==> src/rtl/core/rgp_pkg.sv <==
// ----------------------------------------------------------------------------
// rgp_pkg
// Shared types and constants for the radial gradient pixel pipeline.
// ----------------------------------------------------------------------------
package rgp_pkg;

    localparam int CoordW   = 12;
    localparam int CfgDimW  = 13;
    localparam int LevelW   = 8;
    localparam int RadiusW  = 13;
    localparam int AbsW     = 13;
    localparam int SqW      = 2 * AbsW;
    localparam int DistW    = SqW + 2;
    localparam int QuotW    = LevelW;
    localparam int AddrW    = 5;
    localparam int DataW    = 32;
    localparam int RegIdxW  = 3;

    // register map, index = byte address / 4
    localparam logic [RegIdxW-1:0] RegWidth  = 3'd0;
    localparam logic [RegIdxW-1:0] RegHeight = 3'd1;
    localparam logic [RegIdxW-1:0] RegInner  = 3'd2;
    localparam logic [RegIdxW-1:0] RegOuter  = 3'd3;
    localparam logic [RegIdxW-1:0] RegRadius = 3'd4;

    typedef struct packed {
        logic [CoordW-1:0] pixel_col;
        logic [CoordW-1:0] pixel_row;
    } rgp_in_t;

    typedef struct packed {
        logic [LevelW-1:0] gray_level;
        logic              beyond_radius;
    } rgp_out_t;

    // control that travels alongside each pipeline stage
    typedef struct packed {
        logic valid;
        logic in_circle;
    } rgp_ctl_t;

endpackage

==> src/rtl/core/radial_gradient_pixel.sv <==
// Throughput: one pixel per clock; busy is never raised.
// Most of the pipeline is the square root, one root bit per pipeline stage.
// Reset clears all valid bits and loads the register defaults.
// Results cannot be stalled: done is a single-cycle strobe.
// ----------------------------------------------------------------------------
// radial_gradient_pixel
// Gray level of a radial gradient around the image center, per pixel.
// ----------------------------------------------------------------------------
module radial_gradient_pixel
    import rgp_pkg::*;
#(
    parameter int MAX_DIM   = 4096,
    parameter int FRAC_BITS = 8
)
(
    input  logic             clk,
    input  logic             rst_n,
    // pixel transfer
    input  logic             start,
    output logic             busy,
    input  rgp_in_t          pixel,
    output logic             done,
    output rgp_out_t         result,
    // APB register port
    input  logic             psel,
    input  logic             penable,
    input  logic             pwrite,
    input  logic [AddrW-1:0] paddr,
    input  logic [DataW-1:0] pwdata,
    output logic [DataW-1:0] prdata,
    output logic             pready
);

    localparam int RootW = DistW / 2 + FRAC_BITS;

    logic [CfgDimW-1:0] width_reg;
    logic [CfgDimW-1:0] height_reg;
    logic [LevelW-1:0]  inner_reg;
    logic [LevelW-1:0]  outer_reg;
    logic [RadiusW-1:0] radius_reg;

    logic               wr_en;
    logic [RegIdxW-1:0] reg_idx;

    rgp_ctl_t           off_ctl;
    logic [DistW-1:0]   dist2;
    rgp_ctl_t           sq_ctl;
    logic [RootW-1:0]   root;
    rgp_ctl_t           div_ctl;
    logic [QuotW-1:0]   quot;

    logic               done_reg;
    rgp_out_t           result_reg;
    rgp_out_t           result_next;

    // ------------------------------------------------------------------
    // register file: a write lands on the access cycle
    // ------------------------------------------------------------------
    assign pready  = 1'b1;
    assign reg_idx = paddr[AddrW-1:2];
    assign wr_en   = psel && penable && pwrite && pready;

    always_ff @(posedge clk or negedge rst_n)
    begin
        if (!rst_n)
        begin
            width_reg  <= CfgDimW'(256);
            height_reg <= CfgDimW'(256);
            inner_reg  <= '0;
            outer_reg  <= LevelW'(255);
            radius_reg <= RadiusW'(128);
        end
        else if (wr_en)
        begin
            case (reg_idx)
                RegWidth:  width_reg  <= pwdata[CfgDimW-1:0];
                RegHeight: height_reg <= pwdata[CfgDimW-1:0];
                RegInner:  inner_reg  <= pwdata[LevelW-1:0];
                RegOuter:  outer_reg  <= pwdata[LevelW-1:0];
                RegRadius: radius_reg <= pwdata[RadiusW-1:0];
                default:   ;
            endcase
        end
    end

    always_comb
    begin
        case (reg_idx)
            RegWidth:  prdata = DataW'(width_reg);
            RegHeight: prdata = DataW'(height_reg);
            RegInner:  prdata = DataW'(inner_reg);
            RegOuter:  prdata = DataW'(outer_reg);
            RegRadius: prdata = DataW'(radius_reg);
            default:   prdata = '0;
        endcase
    end

    // fully pipelined, a new pixel every clock
    assign busy = 1'b0;

    // ------------------------------------------------------------------
    // datapath: offsets -> square root -> scale and divide -> output
    // ------------------------------------------------------------------
    rgp_offset #(
        .MAX_DIM (MAX_DIM)
    ) u_offset (
        .clk      (clk),
        .rst_n    (rst_n),
        .in_valid (start && !busy),
        .pixel    (pixel),
        .width    (width_reg),
        .height   (height_reg),
        .radius   (radius_reg),
        .ctl      (off_ctl),
        .dist2    (dist2)
    );

    rgp_sqrt #(
        .FRAC_BITS (FRAC_BITS)
    ) u_sqrt (
        .clk     (clk),
        .rst_n   (rst_n),
        .in_ctl  (off_ctl),
        .dist2   (dist2),
        .out_ctl (sq_ctl),
        .root    (root)
    );

    rgp_div #(
        .FRAC_BITS (FRAC_BITS)
    ) u_div (
        .clk     (clk),
        .rst_n   (rst_n),
        .in_ctl  (sq_ctl),
        .root    (root),
        .inner   (inner_reg),
        .outer   (outer_reg),
        .radius  (radius_reg),
        .out_ctl (div_ctl),
        .quot    (quot)
    );

    // pixels at or past the radius take the outer level; inside, the
    // quotient moves the level away from inner in the direction of outer
    always_comb
    begin
        result_next.beyond_radius = !div_ctl.in_circle;
        if (!div_ctl.in_circle)
        begin
            result_next.gray_level = outer_reg;
        end
        else if (outer_reg >= inner_reg)
        begin
            result_next.gray_level = inner_reg + quot;
        end
        else
        begin
            result_next.gray_level = inner_reg - quot;
        end
    end

    always_ff @(posedge clk or negedge rst_n)
    begin
        if (!rst_n)
        begin
            done_reg <= 1'b0;
        end
        else
        begin
            done_reg <= div_ctl.valid;
        end
    end

    always_ff @(posedge clk)
    begin
        result_reg <= result_next;
    end

    assign done   = done_reg;
    assign result = result_reg;

`ifndef ASSERT_OFF
    a_beyond_outer : assert property (@(posedge clk) disable iff (!rst_n)
        done && result.beyond_radius |-> result.gray_level == outer_reg)
        else $error("beyond-radius pixel not at outer level");

    a_zero_radius : assert property (@(posedge clk) disable iff (!rst_n)
        done && (radius_reg == '0) |-> result.beyond_radius)
        else $error("zero radius produced an inside pixel");

    a_done_src : assert property (@(posedge clk) disable iff (!rst_n)
        done |-> $past(div_ctl.valid))
        else $error("done without a transfer leaving the divider");

    a_level_range : assert property (@(posedge clk) disable iff (!rst_n)
        done && !result.beyond_radius && (inner_reg <= outer_reg)
        |-> (result.gray_level >= inner_reg) && (result.gray_level <= outer_reg))
        else $error("gray level outside inner..outer span");
`endif

endmodule

==> src/rtl/core/rgp_offset.sv <==
// ----------------------------------------------------------------------------
// rgp_offset
// Center offsets, squares and radius test; three register stages.
// ----------------------------------------------------------------------------
module rgp_offset
    import rgp_pkg::*;
#(
    parameter int MAX_DIM = 4096
)
(
    input  logic               clk,
    input  logic               rst_n,
    input  logic               in_valid,
    input  rgp_in_t            pixel,
    input  logic [CfgDimW-1:0] width,
    input  logic [CfgDimW-1:0] height,
    input  logic [RadiusW-1:0] radius,
    output rgp_ctl_t           ctl,
    output logic [DistW-1:0]   dist2
);

    localparam int DimCap = (MAX_DIM > (2 ** CfgDimW - 1)) ? (2 ** CfgDimW - 1) : MAX_DIM;
    localparam int OffW   = CoordW + 3;

    logic [CfgDimW-1:0]     wc;
    logic [CfgDimW-1:0]     hc;
    logic signed [OffW-1:0] dx;
    logic signed [OffW-1:0] dy;
    logic [OffW-1:0]        adx_full;
    logic [OffW-1:0]        ady_full;

    logic               v1_reg;
    logic [AbsW-1:0]    adx_reg;
    logic [AbsW-1:0]    ady_reg;
    logic               v2_reg;
    logic [SqW-1:0]     sqx_reg;
    logic [SqW-1:0]     sqy_reg;
    logic [DistW-1:0]   lim_reg;
    logic               rz_reg;
    rgp_ctl_t           ctl_reg;
    logic [DistW-1:0]   dist2_reg;
    logic [DistW-1:0]   dist2_next;
    logic [RadiusW:0]   rad2;

    always_comb
    begin
        wc = (32'(width)  > DimCap) ? CfgDimW'(DimCap) : width;
        hc = (32'(height) > DimCap) ? CfgDimW'(DimCap) : height;
        dx = $signed({2'b00, pixel.pixel_col, 1'b0}) - $signed(OffW'(wc)) + OffW'(1);
        dy = $signed({2'b00, pixel.pixel_row, 1'b0}) - $signed(OffW'(hc)) + OffW'(1);
        adx_full = (dx < 0) ? OffW'(-dx) : OffW'(dx);
        ady_full = (dy < 0) ? OffW'(-dy) : OffW'(dy);
        rad2 = {radius, 1'b0};
        dist2_next = DistW'(sqx_reg) + DistW'(sqy_reg);
    end

    always_ff @(posedge clk or negedge rst_n)
    begin
        if (!rst_n)
        begin
            v1_reg  <= 1'b0;
            v2_reg  <= 1'b0;
            ctl_reg <= '0;
        end
        else
        begin
            v1_reg            <= in_valid;
            v2_reg            <= v1_reg;
            ctl_reg.valid     <= v2_reg;
            ctl_reg.in_circle <= !rz_reg && (dist2_next < lim_reg);
        end
    end

    always_ff @(posedge clk)
    begin
        adx_reg   <= adx_full[AbsW-1:0];
        ady_reg   <= ady_full[AbsW-1:0];
        sqx_reg   <= adx_reg * adx_reg;
        sqy_reg   <= ady_reg * ady_reg;
        lim_reg   <= DistW'(rad2 * rad2);
        rz_reg    <= (radius == '0);
        dist2_reg <= dist2_next;
    end

    assign ctl   = ctl_reg;
    assign dist2 = dist2_reg;

endmodule

==> src/rtl/core/rgp_sqrt.sv <==
// ----------------------------------------------------------------------------
// rgp_sqrt
// Pipelined integer square root, one root bit per stage.
// ----------------------------------------------------------------------------
module rgp_sqrt
    import rgp_pkg::*;
#(
    parameter int FRAC_BITS = 8
)
(
    input  logic                              clk,
    input  logic                              rst_n,
    input  rgp_ctl_t                          in_ctl,
    input  logic [DistW-1:0]                  dist2,
    output rgp_ctl_t                          out_ctl,
    output logic [DistW/2+FRAC_BITS-1:0]      root
);

    localparam int RootW = DistW / 2 + FRAC_BITS;
    localparam int RadW  = 2 * RootW;

    rgp_ctl_t         ctl_reg  [0:RootW];
    logic [RadW-1:0]  rad_reg  [0:RootW];
    logic [RootW:0]   rem_reg  [0:RootW];
    logic [RootW-1:0] root_reg [0:RootW];

    assign ctl_reg[0]  = in_ctl;
    assign rad_reg[0]  = {dist2, (2 * FRAC_BITS)'(0)};
    assign rem_reg[0]  = '0;
    assign root_reg[0] = '0;

    for (genvar k = 0; k < RootW; k++)
    begin : g_stage
        logic [RootW+2:0] trial;
        logic [RootW+1:0] cand;
        logic             ge;
        logic [RootW+2:0] diff;

        always_comb
        begin
            trial = {rem_reg[k], rad_reg[k][RadW-1 -: 2]};
            cand  = {root_reg[k], 2'b01};
            ge    = (trial >= {1'b0, cand});
            diff  = trial - {1'b0, cand};
        end

        always_ff @(posedge clk or negedge rst_n)
        begin
            if (!rst_n)
            begin
                ctl_reg[k+1] <= '0;
            end
            else
            begin
                ctl_reg[k+1] <= ctl_reg[k];
            end
        end

        always_ff @(posedge clk)
        begin
            rad_reg[k+1]  <= {rad_reg[k][RadW-3:0], 2'b00};
            rem_reg[k+1]  <= ge ? diff[RootW:0] : trial[RootW:0];
            root_reg[k+1] <= {root_reg[k][RootW-2:0], ge};
        end
    end

    assign out_ctl = ctl_reg[RootW];
    assign root    = root_reg[RootW];

endmodule

==> src/rtl/core/rgp_div.sv <==
// ----------------------------------------------------------------------------
// rgp_div
// Scale the root by the level span, then restoring divide, one bit per stage.
// ----------------------------------------------------------------------------
module rgp_div
    import rgp_pkg::*;
#(
    parameter int FRAC_BITS = 8
)
(
    input  logic                          clk,
    input  logic                          rst_n,
    input  rgp_ctl_t                      in_ctl,
    input  logic [DistW/2+FRAC_BITS-1:0]  root,
    input  logic [LevelW-1:0]             inner,
    input  logic [LevelW-1:0]             outer,
    input  logic [RadiusW-1:0]            radius,
    output rgp_ctl_t                      out_ctl,
    output logic [QuotW-1:0]              quot
);

    localparam int RootW = DistW / 2 + FRAC_BITS;
    localparam int DenW  = RadiusW + 1 + FRAC_BITS;
    localparam int NumW  = RootW + LevelW + 1;

    logic              asc;
    logic [LevelW-1:0] span;
    logic [DenW-1:0]   den;
    logic [NumW-1:0]   num_next;

    rgp_ctl_t         ctl_reg [0:QuotW];
    logic [NumW-1:0]  rem_reg [0:QuotW];
    logic [QuotW-1:0] q_reg   [0:QuotW];

    always_comb
    begin
        asc      = (outer >= inner);
        span     = asc ? (outer - inner) : (inner - outer);
        den      = {radius, 1'b0, FRAC_BITS'(0)};
        num_next = NumW'(root * span);
        // rounding up when the level falls
        if (!asc)
        begin
            num_next = num_next + NumW'(den) - NumW'(1);
        end
    end

    always_ff @(posedge clk or negedge rst_n)
    begin
        if (!rst_n)
        begin
            ctl_reg[0] <= '0;
        end
        else
        begin
            ctl_reg[0] <= in_ctl;
        end
    end

    always_ff @(posedge clk)
    begin
        rem_reg[0] <= num_next;
        q_reg[0]   <= '0;
    end

    for (genvar j = 0; j < QuotW; j++)
    begin : g_stage
        logic [NumW-1:0] shd;
        logic            ge;

        always_comb
        begin
            shd = NumW'(den) << (QuotW - 1 - j);
            ge  = (rem_reg[j] >= shd);
        end

        always_ff @(posedge clk or negedge rst_n)
        begin
            if (!rst_n)
            begin
                ctl_reg[j+1] <= '0;
            end
            else
            begin
                ctl_reg[j+1] <= ctl_reg[j];
            end
        end

        always_ff @(posedge clk)
        begin
            rem_reg[j+1] <= ge ? (rem_reg[j] - shd) : rem_reg[j];
            q_reg[j+1]   <= {q_reg[j][QuotW-2:0], ge};
        end
    end

    assign out_ctl = ctl_reg[QuotW];
    assign quot    = q_reg[QuotW];

endmodule

==> config.mk <==
export PLATFORM = sky130hd
export DESIGN_NAME = radial_gradient_pixel
export DESIGN_NICKNAME = d
export VERILOG_FILES = /design/src/rtl/core/rgp_pkg.sv /design/src/rtl/core/radial_gradient_pixel.sv /design/src/rtl/core/rgp_offset.sv /design/src/rtl/core/rgp_sqrt.sv /design/src/rtl/core/rgp_div.sv
export SDC_FILE = /design/constraint.sdc
export NUM_CORES = 2
export LEC_CHECK = 0
export ABC_CLOCK_PERIOD_IN_PS = 10100
export BUFFER_PORTS_ARGS = -buffer_cell sky130_fd_sc_hd__buf_2
export CAP_MARGIN = 40
export CORE_AREA = 2 2 480 482
export CTS_BUF_LIST = sky130_fd_sc_hd__clkbuf_4 sky130_fd_sc_hd__clkbuf_8
export CTS_CLUSTER_SIZE = 8
export DETAILED_ROUTE_END_ITERATION = 10
export DIE_AREA = 0 0 482 484
export GPL_TIMING_DRIVEN = 0
export PLACE_DENSITY = 0.58
export SLEW_MARGIN = 5
export SYNTH_ARGS = -nofsm -noshare
export SYNTH_HDL_FRONTEND = slang
export SYNTH_SLANG_ARGS = --single-unit
==> constraint.sdc <==
create_clock -name clk -period 10.1 [get_ports clk]
set_input_delay 1.01 -clock clk [delete_from_list [all_inputs] [get_ports clk]]
set_output_delay 1.01 -clock clk [all_outputs]
set_load 0.02 [all_outputs]
# After elaboration in Yosys (flattened, before gate mapping)
# Memory sizes are Yosys's and may differ from the RTL's.
# Index checks and enable logic that the tools add are counted.
# totals
elab_cells	283
mem_bits_rw	351
inputBits	67
output_inout_bits	44
ff_bits	1162
memories	2
# mem_list
name	depth	width	rd	rd_clocked_by_memory_dff	wr	line_no	text
u_div.rem_reg	9	31	8	0	9	rgp_div.sv:32	logic [NumW-1:0] rem_reg [0:QuotW];
u_div.q_reg	9	8	9	0	9	rgp_div.sv:33	logic [QuotW-1:0] q_reg [0:QuotW];
# op_classes
eq_ne	4
n_addsub	42
n_mul	4
n_lt_le_gt_ge	36
muxes	38
reduce_logical	12
# ops
cell	count
2-to-1 mux 23 bit	20
2-to-1 mux 31 bit	9
multiplier 13 x 13 -> 26 bit	3
one-hot mux 13 bit (5 select lines)	1
2-to-1 mux 13 bit	4
adder 30 x 22 -> 31 bit	1
>= comparator 31 x 22 -> 1 bit	1
>= comparator 31 x 23 -> 1 bit	1
>= comparator 31 x 24 -> 1 bit	1
>= comparator 31 x 25 -> 1 bit	1
>= comparator 31 x 26 -> 1 bit	1
>= comparator 31 x 27 -> 1 bit	1
>= comparator 31 x 28 -> 1 bit	1
>= comparator 31 x 29 -> 1 bit	1
subtractor 31 x 1 -> 31 bit (second input constant)	1
subtractor 31 x 22 -> 31 bit	1
subtractor 31 x 23 -> 31 bit	1
subtractor 31 x 24 -> 31 bit	1
subtractor 31 x 25 -> 31 bit	1
subtractor 31 x 26 -> 31 bit	1
subtractor 31 x 27 -> 31 bit	1
subtractor 31 x 28 -> 31 bit	1
subtractor 31 x 29 -> 31 bit	1
adder 14 x 2 -> 15 bit (second input constant)	2
other kinds (63)	79

# Logic depth before layout (Yosys ltp)
# logic_depth
depth_word	6
mapped_depth	43
depth_no_buf	42

# By module
# From an unflattened synthesis, not the netlist that was laid out.
# hier_totals
cells_unflattened	8800
area_unflattened_um2	82758.1
# by_module_without_submodules
module	area_each_um2	seq_area_each_um2	instances	cells_per_inst
rgp_sqrt	37161.9	18758.0	1	3778
rgp_offset	21369.2	2682.6	1	2441
rgp_div	20591.0	6135.9	1	2252
radial_gradient_pixel	3636.0	1595.3	1	329

# Worst setup path after synthesis
# No wires, ideal clock.
# synth_path
kind	reg2reg
startpoint	register inner_reg[1]
endpoint	memory u_div.rem_reg[0][30] in the netlist's numbering
period_less_slack_ps	9260
arrival_ps	9180
path_buffers	2
setup_time_ps	80
path_slack_ps	840
stages_incl_launch_ff	41
t_required_ps	10020
path_cell_list	dfrtp_1 inv_1 fa_1 a21o_1 a2111oi_4 o31a_1 buf_2 mux2_1 a311oi_1 o21a_1 o21ai_1 xor2_1 buf_2 nand2_1 fa_1 fa_1 inv_1 fa_1 [5 not listed] o21ai_0 or3_1 a21oi_1 o21bai_1 a21oi_1 xor2_1 ha_1 inv_1 ha_1 a21o_1 o21bai_1 a21oi_1 a21bo_2 a21oi_1 o21ai_0 a311o_1 nand3_1 nor3b_1
# synth_lines
item	line_no	text
start, declared	radial_gradient_pixel.sv:38	logic [LevelW-1:0] inner_reg;
start signal, assigned	radial_gradient_pixel.sv:78	RegInner: inner_reg <= pwdata[LevelW-1:0];
end, declared	rgp_div.sv:32	

==> results.json <==
{
  "i_o_pins": 111,
  "clockBufferDepth": 3,
  "synth-edff-count": 0,
  "dr_wl_met2_mm": 83.7,
  "first_iter_violations": 2964,
  "stdcell_area_mm2": 0.0895,
  "async_reset_ff_frac": 0.0859,
  "cp_data_required_time_ns": 10.95,
  "detailed_place_hpwl_mm": 141,
  "cts_num_sinks": 1421,
  "dpl.cell_count": 11400,
  "crit_type": "reg2reg",
  "floorplan.initialDensity": 0.348,
  "max_cap_violation_count": 0,
  "report.final.slew_viol_count": 0,
  "drt-vias-per-instance": 4.86,
  "synth_seq_cells": 1421,
  "number_of_endpoints_failing_setup_at_the_final_stage": 0,
  "cts.root.buffer_cell": "sky130_fd_sc_hd__clkbuf_8",
  "fmax_achieved_mhz": 102,
  "synth_top_area_share": 0.327,
  "setup.worst_path.start_class": "flip-flop",
  "portBuffers": 66,
  "tritoncts": "yes",
  "endpoint_kind": "flip-flop",
  "final_hold_vios": 0,
  "layoutNonFillerInstCount": 11800,
  "drive_above_1_share": 0.0987,
  "crit_path_frequent_cell": "sky130_fd_sc_hd__fa_1",
  "num_rows": 176,
  "synth_top_flop_cell": "sky130_fd_sc_hd__dfxtp_1",
  "areaGrowthSynthToFinish_pct": 12.5,
  "final_nets": 9845,
  "slowest_stage": "sky130_fd_sc_hd__fa_1",
  "synth_area_leaders": "sky130_fd_sc_hd__dfxtp_1 33%, sky130_fd_sc_hd__ha_1 12%, sky130_fd_sc_hd__fa_1 11%",
  "largest_register_ff_count": 468,
  "drt_wl_total_mm": 180,
  "grt_pass1_vias": 58800,
  "drtPass1Iterations": 5,
  "floorplan.core_area_mm2": 0.229,
  "clock_edge_transition_at_the_registers_on_the_reported_setup_and_hold_paths_ns": 0.06,
  "antenna_found_initial": 4,
  "worst_slew_margin_rel": 0.384,
  "wire_length_of_the_first_global_routing_pass_mm": 296,
  "grt_usage": 0.154,
  "tritoncts.num_buffers": 229,
  "hp-class": "in2reg",
  "clock_tree_skew_after_final_layout_ns": 0.0709,
  "route.detailed.drc": 0,
  "mean_syn_cell_area_um2": 9.67,
  "floorplan.die.height_um": 484,
  "arrival_ns": 10.64,
  "yosys.cell_types.count": 114,
  "cpPeakStageDelay_ns": 0.56,
  "synth_sequential_area_ratio": 0.365,
  "max_slew.worst_pin.slew_ns": 0.922,
  "routed.top_layer": "met4",
  "place_congestion": 0.861,
  "status": "complete, no violations",
  "htree_levels": 4,
  "floorplan.die_area_mm2": 0.233,
  "dr_total_vias": 57200,
  "final.period_utilization": 0.969,
  "crit_fanout": 10,
  "syn_area_mm2": 0.0796,
  "insertion_delay_ns": 0.98,
  "antenna_left": 0,
  "grt_max_degree": 91,
  "wl_met1_mm": 85.0,
  "dieWidth_um": 482,
  "met3RoutedLength_mm": 7.62,
  "netlist_instances": 8233,
  "dpl_cell_area_mm2": 0.0840,
  "post-synth-top-area-cell": "sky130_fd_sc_hd__dfxtp_1",
  "final_period_demand_of_the_worst_path_ns": 9.79,
  "globalRoute.totalOverflow": 0,
  "route.detailed.wl_per_inst_um": 15.2,
  "yosys_warnings": 0
}
==> synthesized netlist by cell type, types with 12 or more instances <==
master and count:
sky130_fd_sc_hd__a2111oi_0 15, sky130_fd_sc_hd__a211o_1 19, sky130_fd_sc_hd__a211oi_1 40, sky130_fd_sc_hd__a21boi_0 31
sky130_fd_sc_hd__a21o_1 153, sky130_fd_sc_hd__a21oi_1 431, sky130_fd_sc_hd__a31oi_1 35, sky130_fd_sc_hd__and2_1 216
sky130_fd_sc_hd__and3_1 42, sky130_fd_sc_hd__buf_1 12, sky130_fd_sc_hd__buf_2 23, sky130_fd_sc_hd__buf_4 21
sky130_fd_sc_hd__clkbuf_1 118, sky130_fd_sc_hd__dfrtp_1 111, sky130_fd_sc_hd__dfxtp_1 1299, sky130_fd_sc_hd__fa_1 431
sky130_fd_sc_hd__ha_1 759, sky130_fd_sc_hd__inv_1 949, sky130_fd_sc_hd__mux2_2 132, sky130_fd_sc_hd__mux2i_1 46
sky130_fd_sc_hd__nand2_1 524, sky130_fd_sc_hd__nand2b_1 108, sky130_fd_sc_hd__nand3_1 100, sky130_fd_sc_hd__nand3b_1 18
sky130_fd_sc_hd__nand4_1 56, sky130_fd_sc_hd__nand4b_1 17, sky130_fd_sc_hd__nor2_1 525, sky130_fd_sc_hd__nor2b_1 117
sky130_fd_sc_hd__nor3_1 194, sky130_fd_sc_hd__nor3b_1 14, sky130_fd_sc_hd__nor4_1 102, sky130_fd_sc_hd__nor4b_1 16
sky130_fd_sc_hd__o2111ai_1 12, sky130_fd_sc_hd__o211ai_1 18, sky130_fd_sc_hd__o21a_1 121, sky130_fd_sc_hd__o21ai_0 346
sky130_fd_sc_hd__o21bai_1 48, sky130_fd_sc_hd__o22ai_1 15, sky130_fd_sc_hd__o31ai_1 48, sky130_fd_sc_hd__or2_2 35
sky130_fd_sc_hd__or3_1 70, sky130_fd_sc_hd__or4_1 19, sky130_fd_sc_hd__xnor2_1 352, sky130_fd_sc_hd__xor2_1 248
==> metal layers <==
| layer | track usage | vias to the layer above |
|---|---|---|
| met5 | 0 | - |
| met1 | 0.207 | 27500 |
| li1 | - | 28500 |
| met3 | 0.0251 | 231 |
| met4 | 0.0380 | 0 |
| met2 | 0.256 | 1040 |
==> cells by family (layout without fill, tap and decap cells) <==
| logic type | after synthesis | after routing | share of synthesized area |
|---|---|---|---|
| AOI/OAI and AO/OA | 1487 | 1487 | 0.120 |
| xor gates and xnor gates | 602 | 602 | 0.0664 |
| adders and majority gates | 1190 | 1190 | 0.228 |
| buffers and inverters | 1138 | 1638 | 0.0553 |
| DFF | 1421 | 1421 | 0.365 |
| muxes | 179 | 179 | 0.0246 |
| other | 2 | 25 | 0.0000944 |
| and+or+nand+nor | 2214 | 2214 | 0.141 |
==> timing repair <==
item	CTS	global route
setup endpoints to repair	15	13
buffers inserted	8	14
hold buffers	1	0
pin swaps	11	38
resized for setup	36	65
endpoints found under the hold margin	32	0
==> final cells by class <==
| class | instances | area, um^2 |
|---|---|---|
| Timing Repair Buffer | 104 | 724 |
| Fill cell | 22700 | 139000 |
| Antenna cell | 3 | 7.51 |
| Multi-Input combinational cell | 5694 | 46600 |
| Inverter | 960 | 3610 |
| Sequential cell | 1421 | 29100 |
| Tap cell | 3026 | 3790 |
| Clock inverter | 54 | 679 |
| Buffer | 178 | 856 |
| Clock buffer | 342 | 4210 |
==> through the flow <==
stage | setup TNS, ns | hold WS, ns | util | setup WS (ns)
CTS | 0 | 0.0613 | 0.390 | 0.00318
global placement | -13.09 | 0.310 | 0.367 | -1.42
floorplan | 0 | 0.310 | - | 0.840
global route | -0.285 | 0.101 | 0.392 | -0.0784
finish | 0 | 0.192 | 0.392 | 0.314
detailed placement | -7.36 | 0.312 | 0.368 | -0.986
==> layout by cell type (no fill, tap or decap), types with 19 or more instances in the layout <==
cell,instances
sky130_fd_sc_hd__o21ai_0,339
sky130_fd_sc_hd__a31oi_1,35
sky130_fd_sc_hd__nand4_1,56
sky130_fd_sc_hd__nand3_1,98
sky130_fd_sc_hd__a211o_1,19
sky130_fd_sc_hd__buf_4,48
sky130_fd_sc_hd__a21boi_0,31
sky130_fd_sc_hd__fa_1,430
sky130_fd_sc_hd__buf_2,88
sky130_fd_sc_hd__mux2i_1,46
sky130_fd_sc_hd__or4_1,19
sky130_fd_sc_hd__nand2_1,524
sky130_fd_sc_hd__o21a_1,121
sky130_fd_sc_hd__and2_1,216
sky130_fd_sc_hd__or3_1,69
sky130_fd_sc_hd__conb_1,22
sky130_fd_sc_hd__nand2b_1,108
sky130_fd_sc_hd__a21oi_1,424
sky130_fd_sc_hd__a211oi_1,38
sky130_fd_sc_hd__xor2_1,243
sky130_fd_sc_hd__dfxtp_1,1299
sky130_fd_sc_hd__o21bai_1,47
sky130_fd_sc_hd__nor4_1,101
sky130_fd_sc_hd__clkinv_2,24
sky130_fd_sc_hd__dfrtp_1,109
sky130_fd_sc_hd__a21o_1,153
sky130_fd_sc_hd__o31ai_1,47
sky130_fd_sc_hd__ha_1,747
sky130_fd_sc_hd__clkbuf_4,81
sky130_fd_sc_hd__nor3_1,191
sky130_fd_sc_hd__inv_1,946
sky130_fd_sc_hd__or2_2,35
sky130_fd_sc_hd__clkbuf_1,106
sky130_fd_sc_hd__nor2_1,525
sky130_fd_sc_hd__clkbuf_8,262
sky130_fd_sc_hd__xnor2_1,347
sky130_fd_sc_hd__and3_1,42
sky130_fd_sc_hd__nor2b_1,117
sky130_fd_sc_hd__mux2_2,133
==> worst max-delay path: cells and delay by family (launching register included) <==
| family | cells | cell delay, ns |
|---|---|---|
| buf+inv | 8 | 0.79 |
| compound gates | 16 | 3.18 |
| flops | 1 | 0.39 |
| simple gates | 6 | 1.09 |
| fa+ha+maj | 9 | 3.32 |
| mux | 1 | 0.35 |
| xor+xnor | 2 | 0.52 |
==> worst paths after layout <==
kind,from,endpoint,slack [ns],cells after the start
worst max-delay path,outer_reg[0]$_DFFE_PN1P_,u_div.rem_reg[0][30]$_SDFF_PP0_,0.31,42
worst min-delay path,start,u_offset.v1_reg$_DFF_PN0_,0.19,1
worst max register to register,outer_reg[0]$_DFFE_PN1P_,u_div.rem_reg[0][30]$_SDFF_PP0_,0.31,42
worst min register to register,u_sqrt.rad_reg[954]$_DFF_P_,u_sqrt.rad_reg[912]$_DFF_P_,0.30,0
max in group asynchronous,rst_n,outer_reg[0]$_DFFE_PN1P_,8.84,3
min in group asynchronous,rst_n,done$_DFF_PN0_,0.52,2
Power is not shown: default switching activity piles up to over one toggle a cycle in this logic, so the estimate is an artifact.
